### config.mk
export PLATFORM = sky130hd
export DESIGN_NAME = t16cpu_rf
export DESIGN_NICKNAME = d
export VERILOG_FILES = /design/src/hdl/t16cpu_pkg.sv /design/src/hdl/t16cpu_rf.sv
export SDC_FILE = /design/constraint.sdc
export NUM_CORES = 1
export LEC_CHECK = 0
export ABC_CLOCK_PERIOD_IN_PS = 3600
export BUFFER_PORTS_ARGS = -buffer_cell sky130_fd_sc_hd__buf_2
export CAP_MARGIN = 20
export CORE_ASPECT_RATIO = 1.2
export CORE_MARGIN = 2
export CORE_UTILIZATION = 60
export CTS_CLUSTER_DIAMETER = 60
export DETAILED_ROUTE_END_ITERATION = 16
export PLACE_DENSITY = 0.85
export SYNTH_ARGS = -nofsm -noshare
export SYNTH_HDL_FRONTEND = slang
export SYNTH_SLANG_ARGS = --single-unit
### constraint.sdc
create_clock -name clk -period 3.6 [get_ports clk]
set_input_delay 0.18 -clock clk [delete_from_list [all_inputs] [get_ports clk]]
set_output_delay 0.18 -clock clk [all_outputs]
set_load 0.005 [all_outputs]
### src/hdl/t16cpu_pkg.sv
`timescale 1ns / 1ps
// ---------------------------------------------------------------------------
// t16cpu_pkg
// Shared types, codes and constants of the stepped 16-bit core.
// ---------------------------------------------------------------------------
package t16cpu_pkg;

	localparam int WORD_W      = 16;
	localparam int STEP_W      = 32;
	localparam int IN_TDATA_W  = 40;
	localparam int IN_TUSER_W  = 2;
	localparam int OUT_TDATA_W = 88;

	localparam logic [STEP_W-1:0] MAX_STEPS_RST = 32'd100000;
	localparam logic [2:0]        FLAG_Z        = 3'b100;
	localparam logic [2:0]        FLAG_N        = 3'b010;
	localparam logic [2:0]        FLAG_P        = 3'b001;

	typedef enum logic [1:0] {
		REQ_WRITE = 2'd0,
		REQ_EXEC  = 2'd1,
		REQ_READ  = 2'd2
	} req_t;

	typedef enum logic [3:0] {
		OP_HALT  = 4'd0,
		OP_ADD   = 4'd1,
		OP_AND   = 4'd2,
		OP_NOT   = 4'd3,
		OP_JZ    = 4'd4,
		OP_JMP   = 4'd5,
		OP_LOADI = 4'd6,
		OP_MUL   = 4'd7,
		OP_SUBI  = 4'd8,
		OP_STORE = 4'd9,
		OP_LOADM = 4'd10
	} op_t;

	typedef enum logic [2:0] {
		ST_DONE    = 3'd0,
		ST_HALT    = 3'd1,
		ST_BAD_OP  = 3'd2,
		ST_LIMIT   = 3'd3,
		ST_STOPPED = 3'd4
	} status_t;

	typedef struct packed {
		logic              wb_en;
		logic [WORD_W-1:0] wb_value;
		logic              store_en;
		logic              halt;
		logic              bad_op;
		logic [WORD_W-1:0] pc_next;
	} alu_res_t;

	function automatic logic [2:0] flags_of(input logic [WORD_W-1:0] v);
		logic [2:0] f;
		if (v == '0) begin
			f = FLAG_Z;
		end else if (v[WORD_W-1]) begin
			f = FLAG_N;
		end else begin
			f = FLAG_P;
		end
		return f;
	endfunction

endpackage

### src/hdl/t16cpu_rf.sv
`timescale 1ns / 1ps
// ---------------------------------------------------------------------------
// t16cpu_rf
// Eight-entry register file: two registered read ports, one write port,
// per-entry valid bits so unwritten registers read as zero.
// ---------------------------------------------------------------------------
module t16cpu_rf (
	input  logic                          clk,
	input  logic                          arst_n,
	input  logic                          rd_en,
	input  logic [2:0]                    addr_a,
	input  logic [2:0]                    addr_b,
	output logic [t16cpu_pkg::WORD_W-1:0] rd_a,
	output logic [t16cpu_pkg::WORD_W-1:0] rd_b,
	input  logic                          wr_en,
	input  logic [2:0]                    wr_addr,
	input  logic [t16cpu_pkg::WORD_W-1:0] wr_data
);

	logic [t16cpu_pkg::WORD_W-1:0] regs [8];
	logic [7:0]                    vld_q;

	always_ff @(posedge clk or negedge arst_n) begin
		if (!arst_n) begin
			vld_q <= '0;
		end else if (wr_en) begin
			vld_q[wr_addr] <= 1'b1;
		end
	end

	always_ff @(posedge clk) begin
		if (wr_en) begin
			regs[wr_addr] <= wr_data;
		end
		if (rd_en) begin
			rd_a <= vld_q[addr_a] ? regs[addr_a] : '0;
			rd_b <= vld_q[addr_b] ? regs[addr_b] : '0;
		end
	end

endmodule

# == Yosys cells after proc, flatten, opt, wreduce, memory -nomap -nowiden ==
# Memories as Yosys holds them, arrays and structs flattened. A register that Yosys moved wholly into a read port is not among the register bits.
# Index checks and enable logic that the tools add are counted.
# classes
mul,0
eq_ne,0
magnitude_cmp,4
addsub,0
muxes,8
n_div,0
bitwise_logic,1
reduce_logical,3
shift,0
# op_table
op,count
3-bit by 4-bit less-than comparator with 1-bit output (second input constant),3
8-bit bitwise OR,1
1-bit binary-select mux with 3-bit select,2
1-bit two-way mux,5
1-bit demux with 3-bit select,1
3-bit by 1-bit greater-or-equal comparator with 1-bit output (second input constant),1
1-bit logical NOT,2
1-bit logical AND,1
# word_totals
regBits,8
input_bits,29
rom_bits,0
memories,1
word_cells,18
mem_bits_rw,128
latchBits,0
# mem_list
memory,words,word_bits,rd,rd_clocked_by_memory_dff,write_ports,line,source
regs,8,16,2,2,1,t16cpu_rf.sv:20,logic [t16cpu_pkg::WORD_W-1:0] regs [8];

# == Longest topological paths before layout ==
# logic_depth
word_depth,5
ltp_mapped,5
ltp_nobuf,3

# == Least setup slack after synthesis ==
# No wires, ideal clock.
# synth_path
kind,in2reg
start,input port wr_addr[0]
end,memory regs[0][0] (netlist bit) (enable)
cell_stages,2
setup_ps,411
t_arrival_ps,1522
required_time_ps,3189
slack_ps,1668
cell_sequence,nand2b_1 > nor3_1
# synth_rtl
item,line,source
from (decl),t16cpu_rf.sv:16,"input logic [2:0] wr_addr,"
to (decl),t16cpu_rf.sv:20,
# No word-level cell before the write port.

# == Final worst setup path ==
# layout_path
start,register vld_q[6]
end,register rd_b[4] (netlist bit) (read register of regs) (data pin)
# layout_between
elab_chain_cells,3
# layout_rtl
item,line,source
from (decl),t16cpu_rf.sv:21,logic [7:0] vld_q;
from (signal assigned),t16cpu_rf.sv:25,vld_q <= '0;
"from (signal, indexed assignment)",t16cpu_rf.sv:27,vld_q[wr_addr] <= 1'b1;
1-bit binary-select mux with 3-bit select,t16cpu_rf.sv:37,rd_b <= vld_q[addr_b] ? regs[addr_b] : '0;
1-bit two-way mux (not written as such),t16cpu_rf.sv:37,
1-bit logical NOT (no source line),-,
to (decl),t16cpu_rf.sv:14,"output logic [t16cpu_pkg::WORD_W-1:0] rd_b,"
# No other way between the ends. The select of a mux whose other input is x is not followed.
# A chain may end at the register's enable or synchronous reset.

==> summary.txt <==
Outcome
  – Run status: finished clean

Global route
  – Met2 usage: 0.4194
  – Number of global-route vias before repair: 3923
  – GRT Overall Usage: 0.2485
  – Largest net degree at the start of global routing: 33
  – GRT Residual Overflow: 0
  – Antenna violations before repair: 0
  – Routing usage on met1: 0.3120
  – Grt met3 use: 0.05694
  – GR peak layer: met2
  – First-pass GRT wire length: 23270 um

Synthesis
  – Seq/Total Area, Yosys: 0.6731
  – Synth Cell Area: 7436 um^2
  – Synth top cells by count: edfxtp_1, mux4_2, mux2i_1
  – Synth area leader: edfxtp_1
  – Primary FF master, synth: edfxtp_1
  – Async S/R FF share, synth: 0.04762
  – Cell with the most instances after synthesis: edfxtp_1
  – Yosys reg bits: 168
  – Synth Instances: 345
  – Yosys Warn Count: 0
  – Number of synthesized flops with an enable pin: 160
  – Area share of the largest cell type after synthesis: 0.6461
  – Mean Syn Cell Area: 21.55 um^2
  – Top post-synthesis cells by area: edfxtp_1, mux4_2, mux2i_1
  – Yosys cell types: 15
  – Syn_nets: 374

Layout
  – Antenna cell count: 0
  – Filler cell count: 719
  – Layout cells sized above 1: 0.4710
  – Fin cells: 592
  – Layout area overhead: 14.39%
  – Final-stage net count: 447

Critical path
  – Worst R2R End: rd_b[4]
  – R2R setup slack: 1.34 ns
  – Crit Path Category: reg -> reg
  – CP Capture Type: flop
  – R2R Path Start: vld_q[6]
  – Startpoint types: flop
  – CP Max Fanout: 12
  – CP required: 3.77 ns
  – Worst R2R Path Depth: 4
  – CP Data Arrival Time: 2.43 ns
  – Start point of the critical path: vld_q[6]

Die
  – Die height: 126.0 um
  – Initial core utilization: 0.6139
  – Die area: 13300 um^2
  – Num ports: 61
  – FP Rows: 44
  – Die X: 105.6 um
  – Core ar.: 12110 um^2

Placement
  – Placed Cells: 559
  – IO buf count: 60
  – Post-DP HPWL: 8747 um
  – Place WS: 1.184 ns
  – Routability cong.: 0.7575

Clocking
  – Clock root cell: clkbuf_16
  – PostCTS Resize Cnt: 0
  – Worst-path clk slew: 0.06 ns
  – CTS tree: done
  – Clock buffer count from CTS: 17
  – Clk buf depth: 2
  – Postcts setup bufs: 0
  – Clock sink count: 168
  – Skew-Pair Late Insertion Delay: 0.42 ns
  – H-tree depth: 4

Hold path
  – Worst hold stages: 1
  – Worst hold path endpoint: regs[6][10]
  – Hold WC Path Type: in -> reg
  – Hold Path Origin: wr_data[10]

STA
  – Fmax: 442.6 MHz
  – Final Max Slew Viols: 0
  – Final worst setup slack: 1.341 ns
  – TNS Setup: 0 ns
  – Min Tclk post-route: 2.259 ns
  – Fin crit share: 0.6276
  – Post-route clock skew: 0.008027 ns
  – Tightest Pin Transition: 0.8199 ns
  – RSZ-0062 raised after global routing: no
  – Final hold vios: 0
  – Rel. slew slack: 0.4417
  – Final setup violation count: 0

Drt
  – Drt pass-1 iters: 5
  – Aggregate routed wire length: 15420 um
  – Via/cell ratio: 6.363
  – DRT iter0 DRCs: 268
  – Wirelength per Cell: 26.04 um
  – Routed Antenna Nets: 0
  – Residual DRC: 0
  – Vias: 3767

Pwr
  – Max VDD drop: 0.3081 mV
  – Power per cell area: 528.9 nW/um^2
  – Pleak: 0.002923 uW

Flow run
  – Max_cap viols: 0
==> how the worst max path moves through the flow <==
stage / depth (start not counted) / slack (ns) / to
2_1_floorplan: 2 / 1.67 / regs[0][0]
3_3_place_gp: 5 / 1.22 / rd_b[4]
3_5_place_dp: 5 / 1.18 / rd_a[12]
4_1_cts: 4 / 1.35 / rd_b[4]
5_1_grt: 4 / 1.32 / rd_b[4]
6_report: 4 / 1.34 / rd_b[4]
==> layout by cell type (no fill, tap or decap), types with 2 or more instances in the layout <==
cell,count
buf_2,60
buf_4,15
bufinv_16,3
clkbuf_1,4
clkbuf_16,17
clkinv_2,2
clkinv_4,4
clkinvlp_4,2
dfrtp_1,8
edfxtp_1,160
mux2i_1,32
mux2i_4,2
mux4_2,68
nand2_1,2
nand2b_1,3
nor2_1,18
nor2_4,20
nor3_2,2
or2_2,8
==> metrics by stage <==
step	hold slack, ns	utilization	area (um^2)	power [uW]
floorplan	-0.1156	-	7436	2578
global placement	0.02533	0.6527	7905	2706
detailed placement	0.02808	0.6527	7905	2722
CTS	0.008351	0.7023	8506	4516
global route	0.02139	0.7023	8506	4623
finish	0.02051	0.7023	8506	4498
==> critical path: stages, from the launching register on <==
cell     delay [ns]
dfrtp_1        0.45
mux4_2         0.51
mux2i_4        0.65
buf_4          0.33
nor2_4         0.05
==> layout make-up <==
type	count	area, um^2	area share
sequential	168	5005	0.5884
multi-input combinational	155	2286	0.2688
clock buffer	21	440.4	0.05178
timing repair buffer	76	422.9	0.04972
tap	161	201.4	0.02368
clock inverter	11	150.1	0.01765
==> kinds of logic after synthesis <==
kind of cell / count (synthesis) / share of synthesized area
and+or+nand+nor: 53 / 0.05099
DFF: 168 / 0.6731
muxes: 102 / 0.2551
buffers and inverters: 22 / 0.02087
==> per-layer routing <==
metal,wire length (um),vias to the layer above
li1,-,1584
met1,5707,1972
met2,8326,176
met3,934,35
met4,448,0
met5,0,-
==> flip-flops by register name, indices dropped and copies added, names as in the netlist <==
| name | count |
|---|---|
| vld_q | 8 |
| rd_a | 16 |
| rd_b | 16 |
| regs | 128 |
==> where the power goes <==
group	switching (uW)	total [uW]	internal (uW)
logic	214	406	193
registers	38.4	2290	2250
clock network	715	1810	1090
total	967	4500	3530
==> repair_timing <==
item | in CTS | in global routing
hold endpoints to repair | 8 | 0
hold buffers | 1 | 0
setup endpoints to repair | 0 | 0
Power figures use the tool's default switching activity.
