### src/hdl/t16cpu_pkg.sv
`timescale 1ns / 1ps
// ---------------------------------------------------------------------------
// t16cpu_pkg
// Shared types, codes and constants of the stepped 16-bit core.
// ---------------------------------------------------------------------------
package t16cpu_pkg;

	localparam int WORD_W      = 16;
	localparam int STEP_W      = 32;
	localparam int IN_TDATA_W  = 40;
	localparam int IN_TUSER_W  = 2;
	localparam int OUT_TDATA_W = 88;

	localparam logic [STEP_W-1:0] MAX_STEPS_RST = 32'd100000;
	localparam logic [2:0]        FLAG_Z        = 3'b100;
	localparam logic [2:0]        FLAG_N        = 3'b010;
	localparam logic [2:0]        FLAG_P        = 3'b001;

	typedef enum logic [1:0] {
		REQ_WRITE = 2'd0,
		REQ_EXEC  = 2'd1,
		REQ_READ  = 2'd2
	} req_t;

	typedef enum logic [3:0] {
		OP_HALT  = 4'd0,
		OP_ADD   = 4'd1,
		OP_AND   = 4'd2,
		OP_NOT   = 4'd3,
		OP_JZ    = 4'd4,
		OP_JMP   = 4'd5,
		OP_LOADI = 4'd6,
		OP_MUL   = 4'd7,
		OP_SUBI  = 4'd8,
		OP_STORE = 4'd9,
		OP_LOADM = 4'd10
	} op_t;

	typedef enum logic [2:0] {
		ST_DONE    = 3'd0,
		ST_HALT    = 3'd1,
		ST_BAD_OP  = 3'd2,
		ST_LIMIT   = 3'd3,
		ST_STOPPED = 3'd4
	} status_t;

	typedef struct packed {
		logic              wb_en;
		logic [WORD_W-1:0] wb_value;
		logic              store_en;
		logic              halt;
		logic              bad_op;
		logic [WORD_W-1:0] pc_next;
	} alu_res_t;

	function automatic logic [2:0] flags_of(input logic [WORD_W-1:0] v);
		logic [2:0] f;
		if (v == '0) begin
			f = FLAG_Z;
		end else if (v[WORD_W-1]) begin
			f = FLAG_N;
		end else begin
			f = FLAG_P;
		end
		return f;
	endfunction

endpackage

### src/hdl/t16cpu_alu.sv
`timescale 1ns / 1ps
// ---------------------------------------------------------------------------
// t16cpu_alu
// Instruction decode and execute: write-back value, store request, stop
// conditions and next program counter.
// ---------------------------------------------------------------------------
module t16cpu_alu (
	input  logic [t16cpu_pkg::WORD_W-1:0] instr,
	input  logic [t16cpu_pkg::WORD_W-1:0] a,
	input  logic [t16cpu_pkg::WORD_W-1:0] b,
	input  logic [t16cpu_pkg::WORD_W-1:0] mdata,
	input  logic [t16cpu_pkg::WORD_W-1:0] pc,
	output t16cpu_pkg::alu_res_t           res
);

	t16cpu_pkg::op_t               op;
	logic [t16cpu_pkg::WORD_W-1:0] imm;
	logic [t16cpu_pkg::WORD_W-1:0] pc_inc;

	assign op     = t16cpu_pkg::op_t'(instr[15:12]);
	assign imm    = {10'd0, instr[5:0]};
	assign pc_inc = pc + 16'd1;

	always_comb begin
		res          = '0;
		res.pc_next  = pc_inc;
		unique case (op)
			t16cpu_pkg::OP_HALT: begin
				res.halt = 1'b1;
			end
			t16cpu_pkg::OP_ADD: begin
				res.wb_en    = 1'b1;
				res.wb_value = a + b;
			end
			t16cpu_pkg::OP_AND: begin
				res.wb_en    = 1'b1;
				res.wb_value = a & b;
			end
			t16cpu_pkg::OP_NOT: begin
				res.wb_en    = 1'b1;
				res.wb_value = ~b;
			end
			t16cpu_pkg::OP_JZ: begin
				if (a == '0) begin
					res.pc_next = pc_inc + imm;
				end
			end
			t16cpu_pkg::OP_JMP: begin
				res.pc_next = a;
			end
			t16cpu_pkg::OP_LOADI: begin
				res.wb_en    = 1'b1;
				res.wb_value = imm;
			end
			t16cpu_pkg::OP_MUL: begin
				res.wb_en    = 1'b1;
				res.wb_value = a * b;
			end
			t16cpu_pkg::OP_SUBI: begin
				res.wb_en    = 1'b1;
				res.wb_value = a - imm;
			end
			t16cpu_pkg::OP_STORE: begin
				res.store_en = 1'b1;
			end
			t16cpu_pkg::OP_LOADM: begin
				res.wb_en    = 1'b1;
				res.wb_value = mdata;
			end
			default: begin
				res.bad_op = 1'b1;
			end
		endcase
	end

endmodule

### config.mk
export PLATFORM = sky130hd
export DESIGN_NAME = t16cpu_alu
export DESIGN_NICKNAME = d
export VERILOG_FILES = /design/src/hdl/t16cpu_pkg.sv /design/src/hdl/t16cpu_alu.sv
export SDC_FILE = /design/constraint.sdc
export NUM_CORES = 1
export LEC_CHECK = 0
export BUFFER_PORTS_ARGS = -buffer_cell sky130_fd_sc_hd__buf_2
export CAP_MARGIN = 25
export CORE_ASPECT_RATIO = 1.75
export CORE_MARGIN = 8
export CORE_UTILIZATION = 55
export DETAILED_ROUTE_END_ITERATION = 7
export PLACE_DENSITY = 0.79
export SLEW_MARGIN = 20
export SYNTH_ARGS = -nofsm -noshare
export SYNTH_HDL_FRONTEND = slang
export SYNTH_SLANG_ARGS = --single-unit
### constraint.sdc
create_clock -name vclk -period 7.6
set_input_delay 1.14 -clock vclk [all_inputs]
set_output_delay 1.14 -clock vclk [all_outputs]
set_load 0.1 [all_outputs]
* Word-level counts from Yosys, hierarchy flattened
Cells that the tools add are included.
** Operators by class
- Equality and inequality tests :: 10
- Reduce and logical (&&, ||, !) cells :: 3
- $add $sub $neg :: 4
- $mul :: 1
- Bitwise operators :: 2
- Muxes and demuxes :: 6
** Operator list (number)
- $pmux 17 s7 :: 1
- $pmux 16 s2 :: 1
- $add 16x1->16 const B :: 1
- $add 16x16->16 :: 1
- $add 16x6->16 :: 1
- $and 16x16->16 :: 1
- $eq 4x3->1 const B :: 4
- $logic_not 16->1 :: 1
- $mul 16x16->16 :: 1
- $mux 16 :: 1
- $not 16->16 :: 1
- $sub 16x6->16 :: 1
- $eq 4x4->1 const B :: 3
- $reduce_or 11->1 :: 1
- $eq 4x2->1 const B :: 2
- $eq 4x1->1 const B :: 1
- $logic_not 4->1 :: 1
- $mux 1 :: 3
** Word-level totals
- Word-level logic and storage cells :: 26
- Bits in registers :: 0
- Input port bits :: 80

* Logic depth before layout (Yosys ltp)
- Depth in word-level cells :: 4
- Depth in mapped cells :: 23
- Mapped depth without buffers :: 21

* Worst setup path before layout
No wires, ideal clock.
- Path kind :: in2out
- Start point :: input b[2] (netlist bit)
- End point :: output res[31] (netlist bit)
- Path slack :: -1.236 ns
- Arrival time :: 7.696 ns
- Buffers on the path :: 2
- Cell stages on the path :: 17
- Path through :: clkbuf_1 > clkbuf_1 > nand2_1 > fa_1 > fa_1 > fa_1 > fa_1 > inv_1 > fa_1 > inv_1 > fa_1 > inv_1 > ha_1 > a21o_1 > a41oi_1 > xor2_1 > o21ai_0
** RTL lines
- start, declared :: RTL line t16cpu_alu.sv:10 : input logic [t16cpu_pkg::WORD_W-1:0] b,
- end, declared :: RTL line t16cpu_alu.sv:13 : output t16cpu_pkg::alu_res_t res

==> report_table.html <==
<table>
<tr><th>Metric</th><th>Value</th></tr>
<tr><th colspan="2">Status</th></tr>
<tr><td>Result of the run</td><td>finished clean</td></tr>
<tr><th colspan="2">Synth</th></tr>
<tr><td>Post-synthesis cell type with the largest combined area</td><td>sky130_fd_sc_hd__fa_1</td></tr>
<tr><td>Share of the synthesized area in the top cell type</td><td>0.244</td></tr>
<tr><td>Cells taking the most area after synthesis</td><td>sky130_fd_sc_hd__fa_1 (24%), sky130_fd_sc_hd__ha_1 (13%), sky130_fd_sc_hd__inv_1 (7.1%), sky130_fd_sc_hd__and2_1 (6.4%), sky130_fd_sc_hd__xnor2_1 (6.2%)</td></tr>
<tr><td>Combined area of all synthesized cells</td><td>6730 sq um</td></tr>
<tr><td>Seq/Total Area, Yosys</td><td>0</td></tr>
<tr><td>Area fraction in compound gates after synthesis</td><td>0.148</td></tr>
<tr><td>Avg Synthesized Cell Area</td><td>7.51 sq um</td></tr>
<tr><td>Fraction of the mapped netlist area in adder cells</td><td>0.378</td></tr>
<tr><td>Proportion of synthesized area in mux cells</td><td>0.00780</td></tr>
<tr><td>Synth cell count leaders</td><td>sky130_fd_sc_hd__inv_1 (127), sky130_fd_sc_hd__nand2_1 (106), sky130_fd_sc_hd__fa_1 (82)</td></tr>
<tr><td>Count of warnings emitted by yosys</td><td>0</td></tr>
<tr><td>Synthesized instance count</td><td>897</td></tr>
<tr><td>Total nets after synthesis</td><td>1131</td></tr>
<tr><td>Most repeated cell in the gate-level netlist after synthesis</td><td>sky130_fd_sc_hd__inv_1</td></tr>
<tr><td>Main combinational cell family by area after synthesis</td><td>adder cells</td></tr>
<tr><td>Cell variety after synth</td><td>71</td></tr>
<tr><td>Fraction of the mapped netlist area in simple logic gates</td><td>0.253</td></tr>
<tr><td>Post-synthesis share of cell area spent on xor and xnor gates</td><td>0.109</td></tr>
<tr><th colspan="2">Final layout</th></tr>
<tr><td>Footprint of the flip-flops and latches</td><td>0 sq um</td></tr>
<tr><td>Sequential cell count of the final layout</td><td>0</td></tr>
<tr><td>Clock buffer cells</td><td>0</td></tr>
<tr><td>Count of inserted antenna diode cells</td><td>0</td></tr>
<tr><td>Net count, final</td><td>1238</td></tr>
<tr><td>Layout Cells excl Fill</td><td>1167</td></tr>
<tr><td>Number of fill cells</td><td>1073</td></tr>
<tr><td>Fraction of layout instances using a drive strength above 1</td><td>0.196</td></tr>
<tr><td>Utilization after layout</td><td>0.650</td></tr>
<tr><td>Layout-stage area growth over the synthesis result</td><td>15.9%</td></tr>
<tr><th colspan="2">Die</th></tr>
<tr><td>Number of rows created at floorplan</td><td>53</td></tr>
<tr><td>Core Region</td><td>12000 sq um</td></tr>
<tr><td>Die X</td><td>99.6 um</td></tr>
<tr><td>Overall die height</td><td>162 um</td></tr>
<tr><td>Die footprint</td><td>16200 sq um</td></tr>
<tr><td>Initial core utilization</td><td>0.561</td></tr>
<tr><td>Number of ports placed on the die boundary</td><td>116</td></tr>
<tr><th colspan="2">Worst hold path</th></tr>
<tr><td>Hold depth</td><td>4</td></tr>
<tr><td>Worst hold start</td><td>mdata[15]</td></tr>
<tr><td>Worst min-delay path class</td><td>primary input to output port</td></tr>
<tr><td>Hold-critical path endpoint</td><td>res[34]</td></tr>
<tr><th colspan="2">Route</th></tr>
<tr><td>Remaining number of nets flagged by the antenna check after routing</td><td>0</td></tr>
<tr><td>Total routed wirelength</td><td>22600 um</td></tr>
<tr><td>Total via count in the routed design</td><td>6820</td></tr>
<tr><td>Number of iterations in the first detailed-routing pass</td><td>6</td></tr>
<tr><td>Detail-routed via count per cell</td><td>5.84</td></tr>
<tr><td>Routed len/inst</td><td>19.3 um</td></tr>
<tr><td>Violation count after the first detailed-routing iteration</td><td>379</td></tr>
<tr><td>DRC Markers</td><td>0</td></tr>
<tr><th colspan="2">STA</th></tr>
<tr><td>Setup repair after global routing missed its margin</td><td>true</td></tr>
<tr><td>Slew HR</td><td>0.433</td></tr>
<tr><td># setup viols final</td><td>0</td></tr>
<tr><td>Number of pins with negative max-slew slack in the final report</td><td>0</td></tr>
<tr><td>Hold Violations, Final</td><td>0</td></tr>
<tr><td>Upper clock frequency limit</td><td>133 MHz</td></tr>
<tr><td>Worst Tran Pin Value</td><td>0.847 ns</td></tr>
<tr><td>Hold WS</td><td>2.70 ns</td></tr>
<tr><td>Post-layout min period</td><td>7.53 ns</td></tr>
<tr><td>Final worst-path cycle share</td><td>0.990</td></tr>
<tr><th colspan="2">Place</th></tr>
<tr><td>Placer Congestion</td><td>0.990</td></tr>
<tr><td>Hpwl dp</td><td>19000 um</td></tr>
<tr><td>Cell Count Post-Placement</td><td>1165</td></tr>
<tr><td>Port Buf Inserts</td><td>110</td></tr>
<tr><th colspan="2">Job</th></tr>
<tr><td>Number of maximum-capacitance violations</td><td>0</td></tr>
<tr><th colspan="2">Worst setup path</th></tr>
<tr><td>Element type at the critical path end</td><td>output port</td></tr>
<tr><td>Slowest CP cell</td><td>sky130_fd_sc_hd__fa_1</td></tr>
<tr><td>Largest fanout of any net on the critical path</td><td>7</td></tr>
<tr><td>Delay of the slowest cell on the worst path</td><td>0.54 ns</td></tr>
<tr><td>Arr. time, crit path</td><td>6.39 ns</td></tr>
<tr><td>Ordered list of cells on the worst path</td><td>buf_2 -&gt; and2_1 -&gt; fa_1 -&gt; inv_1 -&gt; fa_2 -&gt; fa_1 -&gt; fa_1 -&gt; inv_1 -&gt; fa_1 -&gt; inv_2 -&gt; fa_1 -&gt; inv_2 -&gt; ha_4 -&gt; a21o_1 -&gt; a21oi_4 -&gt; and2_4 -&gt; a31oi_2 -&gt; a31oi_1 -&gt; xnor2_1 -&gt; a221oi_2 -&gt; o21ai_4 -&gt; buf_12</td></tr>
<tr><td>Count of buffer and inverter cells on the critical path</td><td>6</td></tr>
<tr><td>Dominant cell type by count on the critical path</td><td>sky130_fd_sc_hd__fa_1</td></tr>
<tr><td>CP startpoint kind</td><td>primary input</td></tr>
<tr><td>Setup Crit Path Kind</td><td>primary input to output port</td></tr>
<tr><td>Crit path max-delay family</td><td>adder cells</td></tr>
<tr><td>Data required time of the critical path</td><td>6.46 ns</td></tr>
<tr><th colspan="2">Power and ir drop</th></tr>
<tr><td>Sum of internal, switching and leakage power</td><td>2290 uW</td></tr>
<tr><td>Leak Pwr</td><td>0.00378 uW</td></tr>
<tr><td>Worst IR Drop VDD</td><td>234 uV</td></tr>
<tr><td>Power Dens Cells</td><td>293 nW/um^2</td></tr>
<tr><th colspan="2">CTS</th></tr>
<tr><td>Number of buffers inserted for hold repair after clock tree synthesis</td><td>0</td></tr>
<tr><th colspan="2">GRT</th></tr>
<tr><td>Initial antenna violation count</td><td>0</td></tr>
<tr><td>Total GRT Usage</td><td>0.279</td></tr>
<tr><td>Global route total overflow</td><td>0</td></tr>
<tr><td>Number of global-route vias before repair</td><td>7211</td></tr>
<tr><td>Global-route wire length before repair</td><td>35500 um</td></tr>
<tr><td>Largest net degree at the start of global routing</td><td>20</td></tr>
</table>
==> kinds of logic (layout without fill, tap and decap cells) <==
group | Yosys count | after routing
xor+xnor | 82 | 82
simple gates | 330 | 330
compound gates | 149 | 149
fa+ha+maj | 154 | 154
mux | 5 | 5
buf+inv | 177 | 282
==> cell usage in the layout (no fill, tap or decap), types with 3 or more instances in the layout <==
master,n
sky130_fd_sc_hd__nor3_1,17
sky130_fd_sc_hd__o21ai_2,3
sky130_fd_sc_hd__fa_1,81
sky130_fd_sc_hd__a221oi_1,7
sky130_fd_sc_hd__nor2b_1,10
sky130_fd_sc_hd__a21oi_1,24
sky130_fd_sc_hd__o21ai_0,40
sky130_fd_sc_hd__nand4_1,3
sky130_fd_sc_hd__buf_2,103
sky130_fd_sc_hd__a22oi_1,7
sky130_fd_sc_hd__nand2_1,105
sky130_fd_sc_hd__buf_4,44
sky130_fd_sc_hd__and2_4,5
sky130_fd_sc_hd__xor2_1,33
sky130_fd_sc_hd__o21a_1,5
sky130_fd_sc_hd__buf_12,6
sky130_fd_sc_hd__o21ai_1,5
sky130_fd_sc_hd__nor2_1,46
sky130_fd_sc_hd__inv_2,5
sky130_fd_sc_hd__nand2b_1,12
sky130_fd_sc_hd__a21o_1,9
sky130_fd_sc_hd__mux2i_1,3
sky130_fd_sc_hd__a41oi_1,3
sky130_fd_sc_hd__a221o_1,3
sky130_fd_sc_hd__or3_1,7
sky130_fd_sc_hd__and2_1,65
sky130_fd_sc_hd__nand3_1,23
sky130_fd_sc_hd__o211ai_1,7
sky130_fd_sc_hd__o221ai_1,7
sky130_fd_sc_hd__xnor2_1,48
sky130_fd_sc_hd__nor4_1,9
sky130_fd_sc_hd__inv_1,122
sky130_fd_sc_hd__a32oi_1,3
sky130_fd_sc_hd__and3_1,6
sky130_fd_sc_hd__ha_1,70
==> cell type report <==
cell class / instances / area (sq um) / share of cell area
inverter: 127 / 477 / 0.0611
multi-input combinational: 720 / 6140 / 0.786
tap: 165 / 206 / 0.0264
timing repair buffer: 155 / 985 / 0.126
==> worst min-delay path, cell delays in order <==
cell,delay (ns)
sky130_fd_sc_hd__buf_2,0.10
sky130_fd_sc_hd__a221oi_2,0.07
sky130_fd_sc_hd__o21ai_4,0.07
sky130_fd_sc_hd__buf_12,0.17
==> through the flow <==
step | setup TNS, ns | setup slack (ns) | instance area (sq um)
global placement | -0.0607 | -0.0607 | 7720
CTS | 0 | 0.00469 | 7760
floorplan | 0 | 0.00516 | 6800
global route | -0.147 | -0.0928 | 7810
finish | 0 | 0.0735 | 7810
detailed placement | -0.128 | -0.128 | 7720
==> what timing repair did <==
| item | in CTS | in global routing |
|---|---|---|
| buffers inserted | 1 | 1 |
| pin swaps | 4 | 11 |
| gates resized for setup | 5 | 15 |
| endpoints found under the setup margin | 1 | 3 |
==> power by group <==
| part | leakage (uW) | switching, uW | internal [uW] | total (uW) |
|---|---|---|---|---|
| logic | 0.00378 | 1330 | 958 | 2290 |
| registers | 0 | 0 | 0 | 0 |
| clock network | 0 | 0 | 0 | 0 |
==> how the worst max path moves through the flow <==
stage	depth (start not counted)	slack (ns)	end	startpoint
after floorplan	22	0.005	res[34]	b[5]
after global placement	22	-0.06	res[34]	a[7]
after detailed placement	22	-0.13	res[34]	b[1]
after CTS	22	0.005	res[34]	a[7]
after global routing	20	-0.09	res[34]	a[6]
final	22	0.07	res[34]	b[1]
==> routing by layer <==
layer  GRT usage  up-vias  share of wire
met5           0        -              0
met4       0.188        0          0.077
met3      0.0313       95          0.055
met2       0.515      304           0.51
met1       0.287     3257           0.36
li1            -     3164              -
Power figures use the tool's default switching activity.
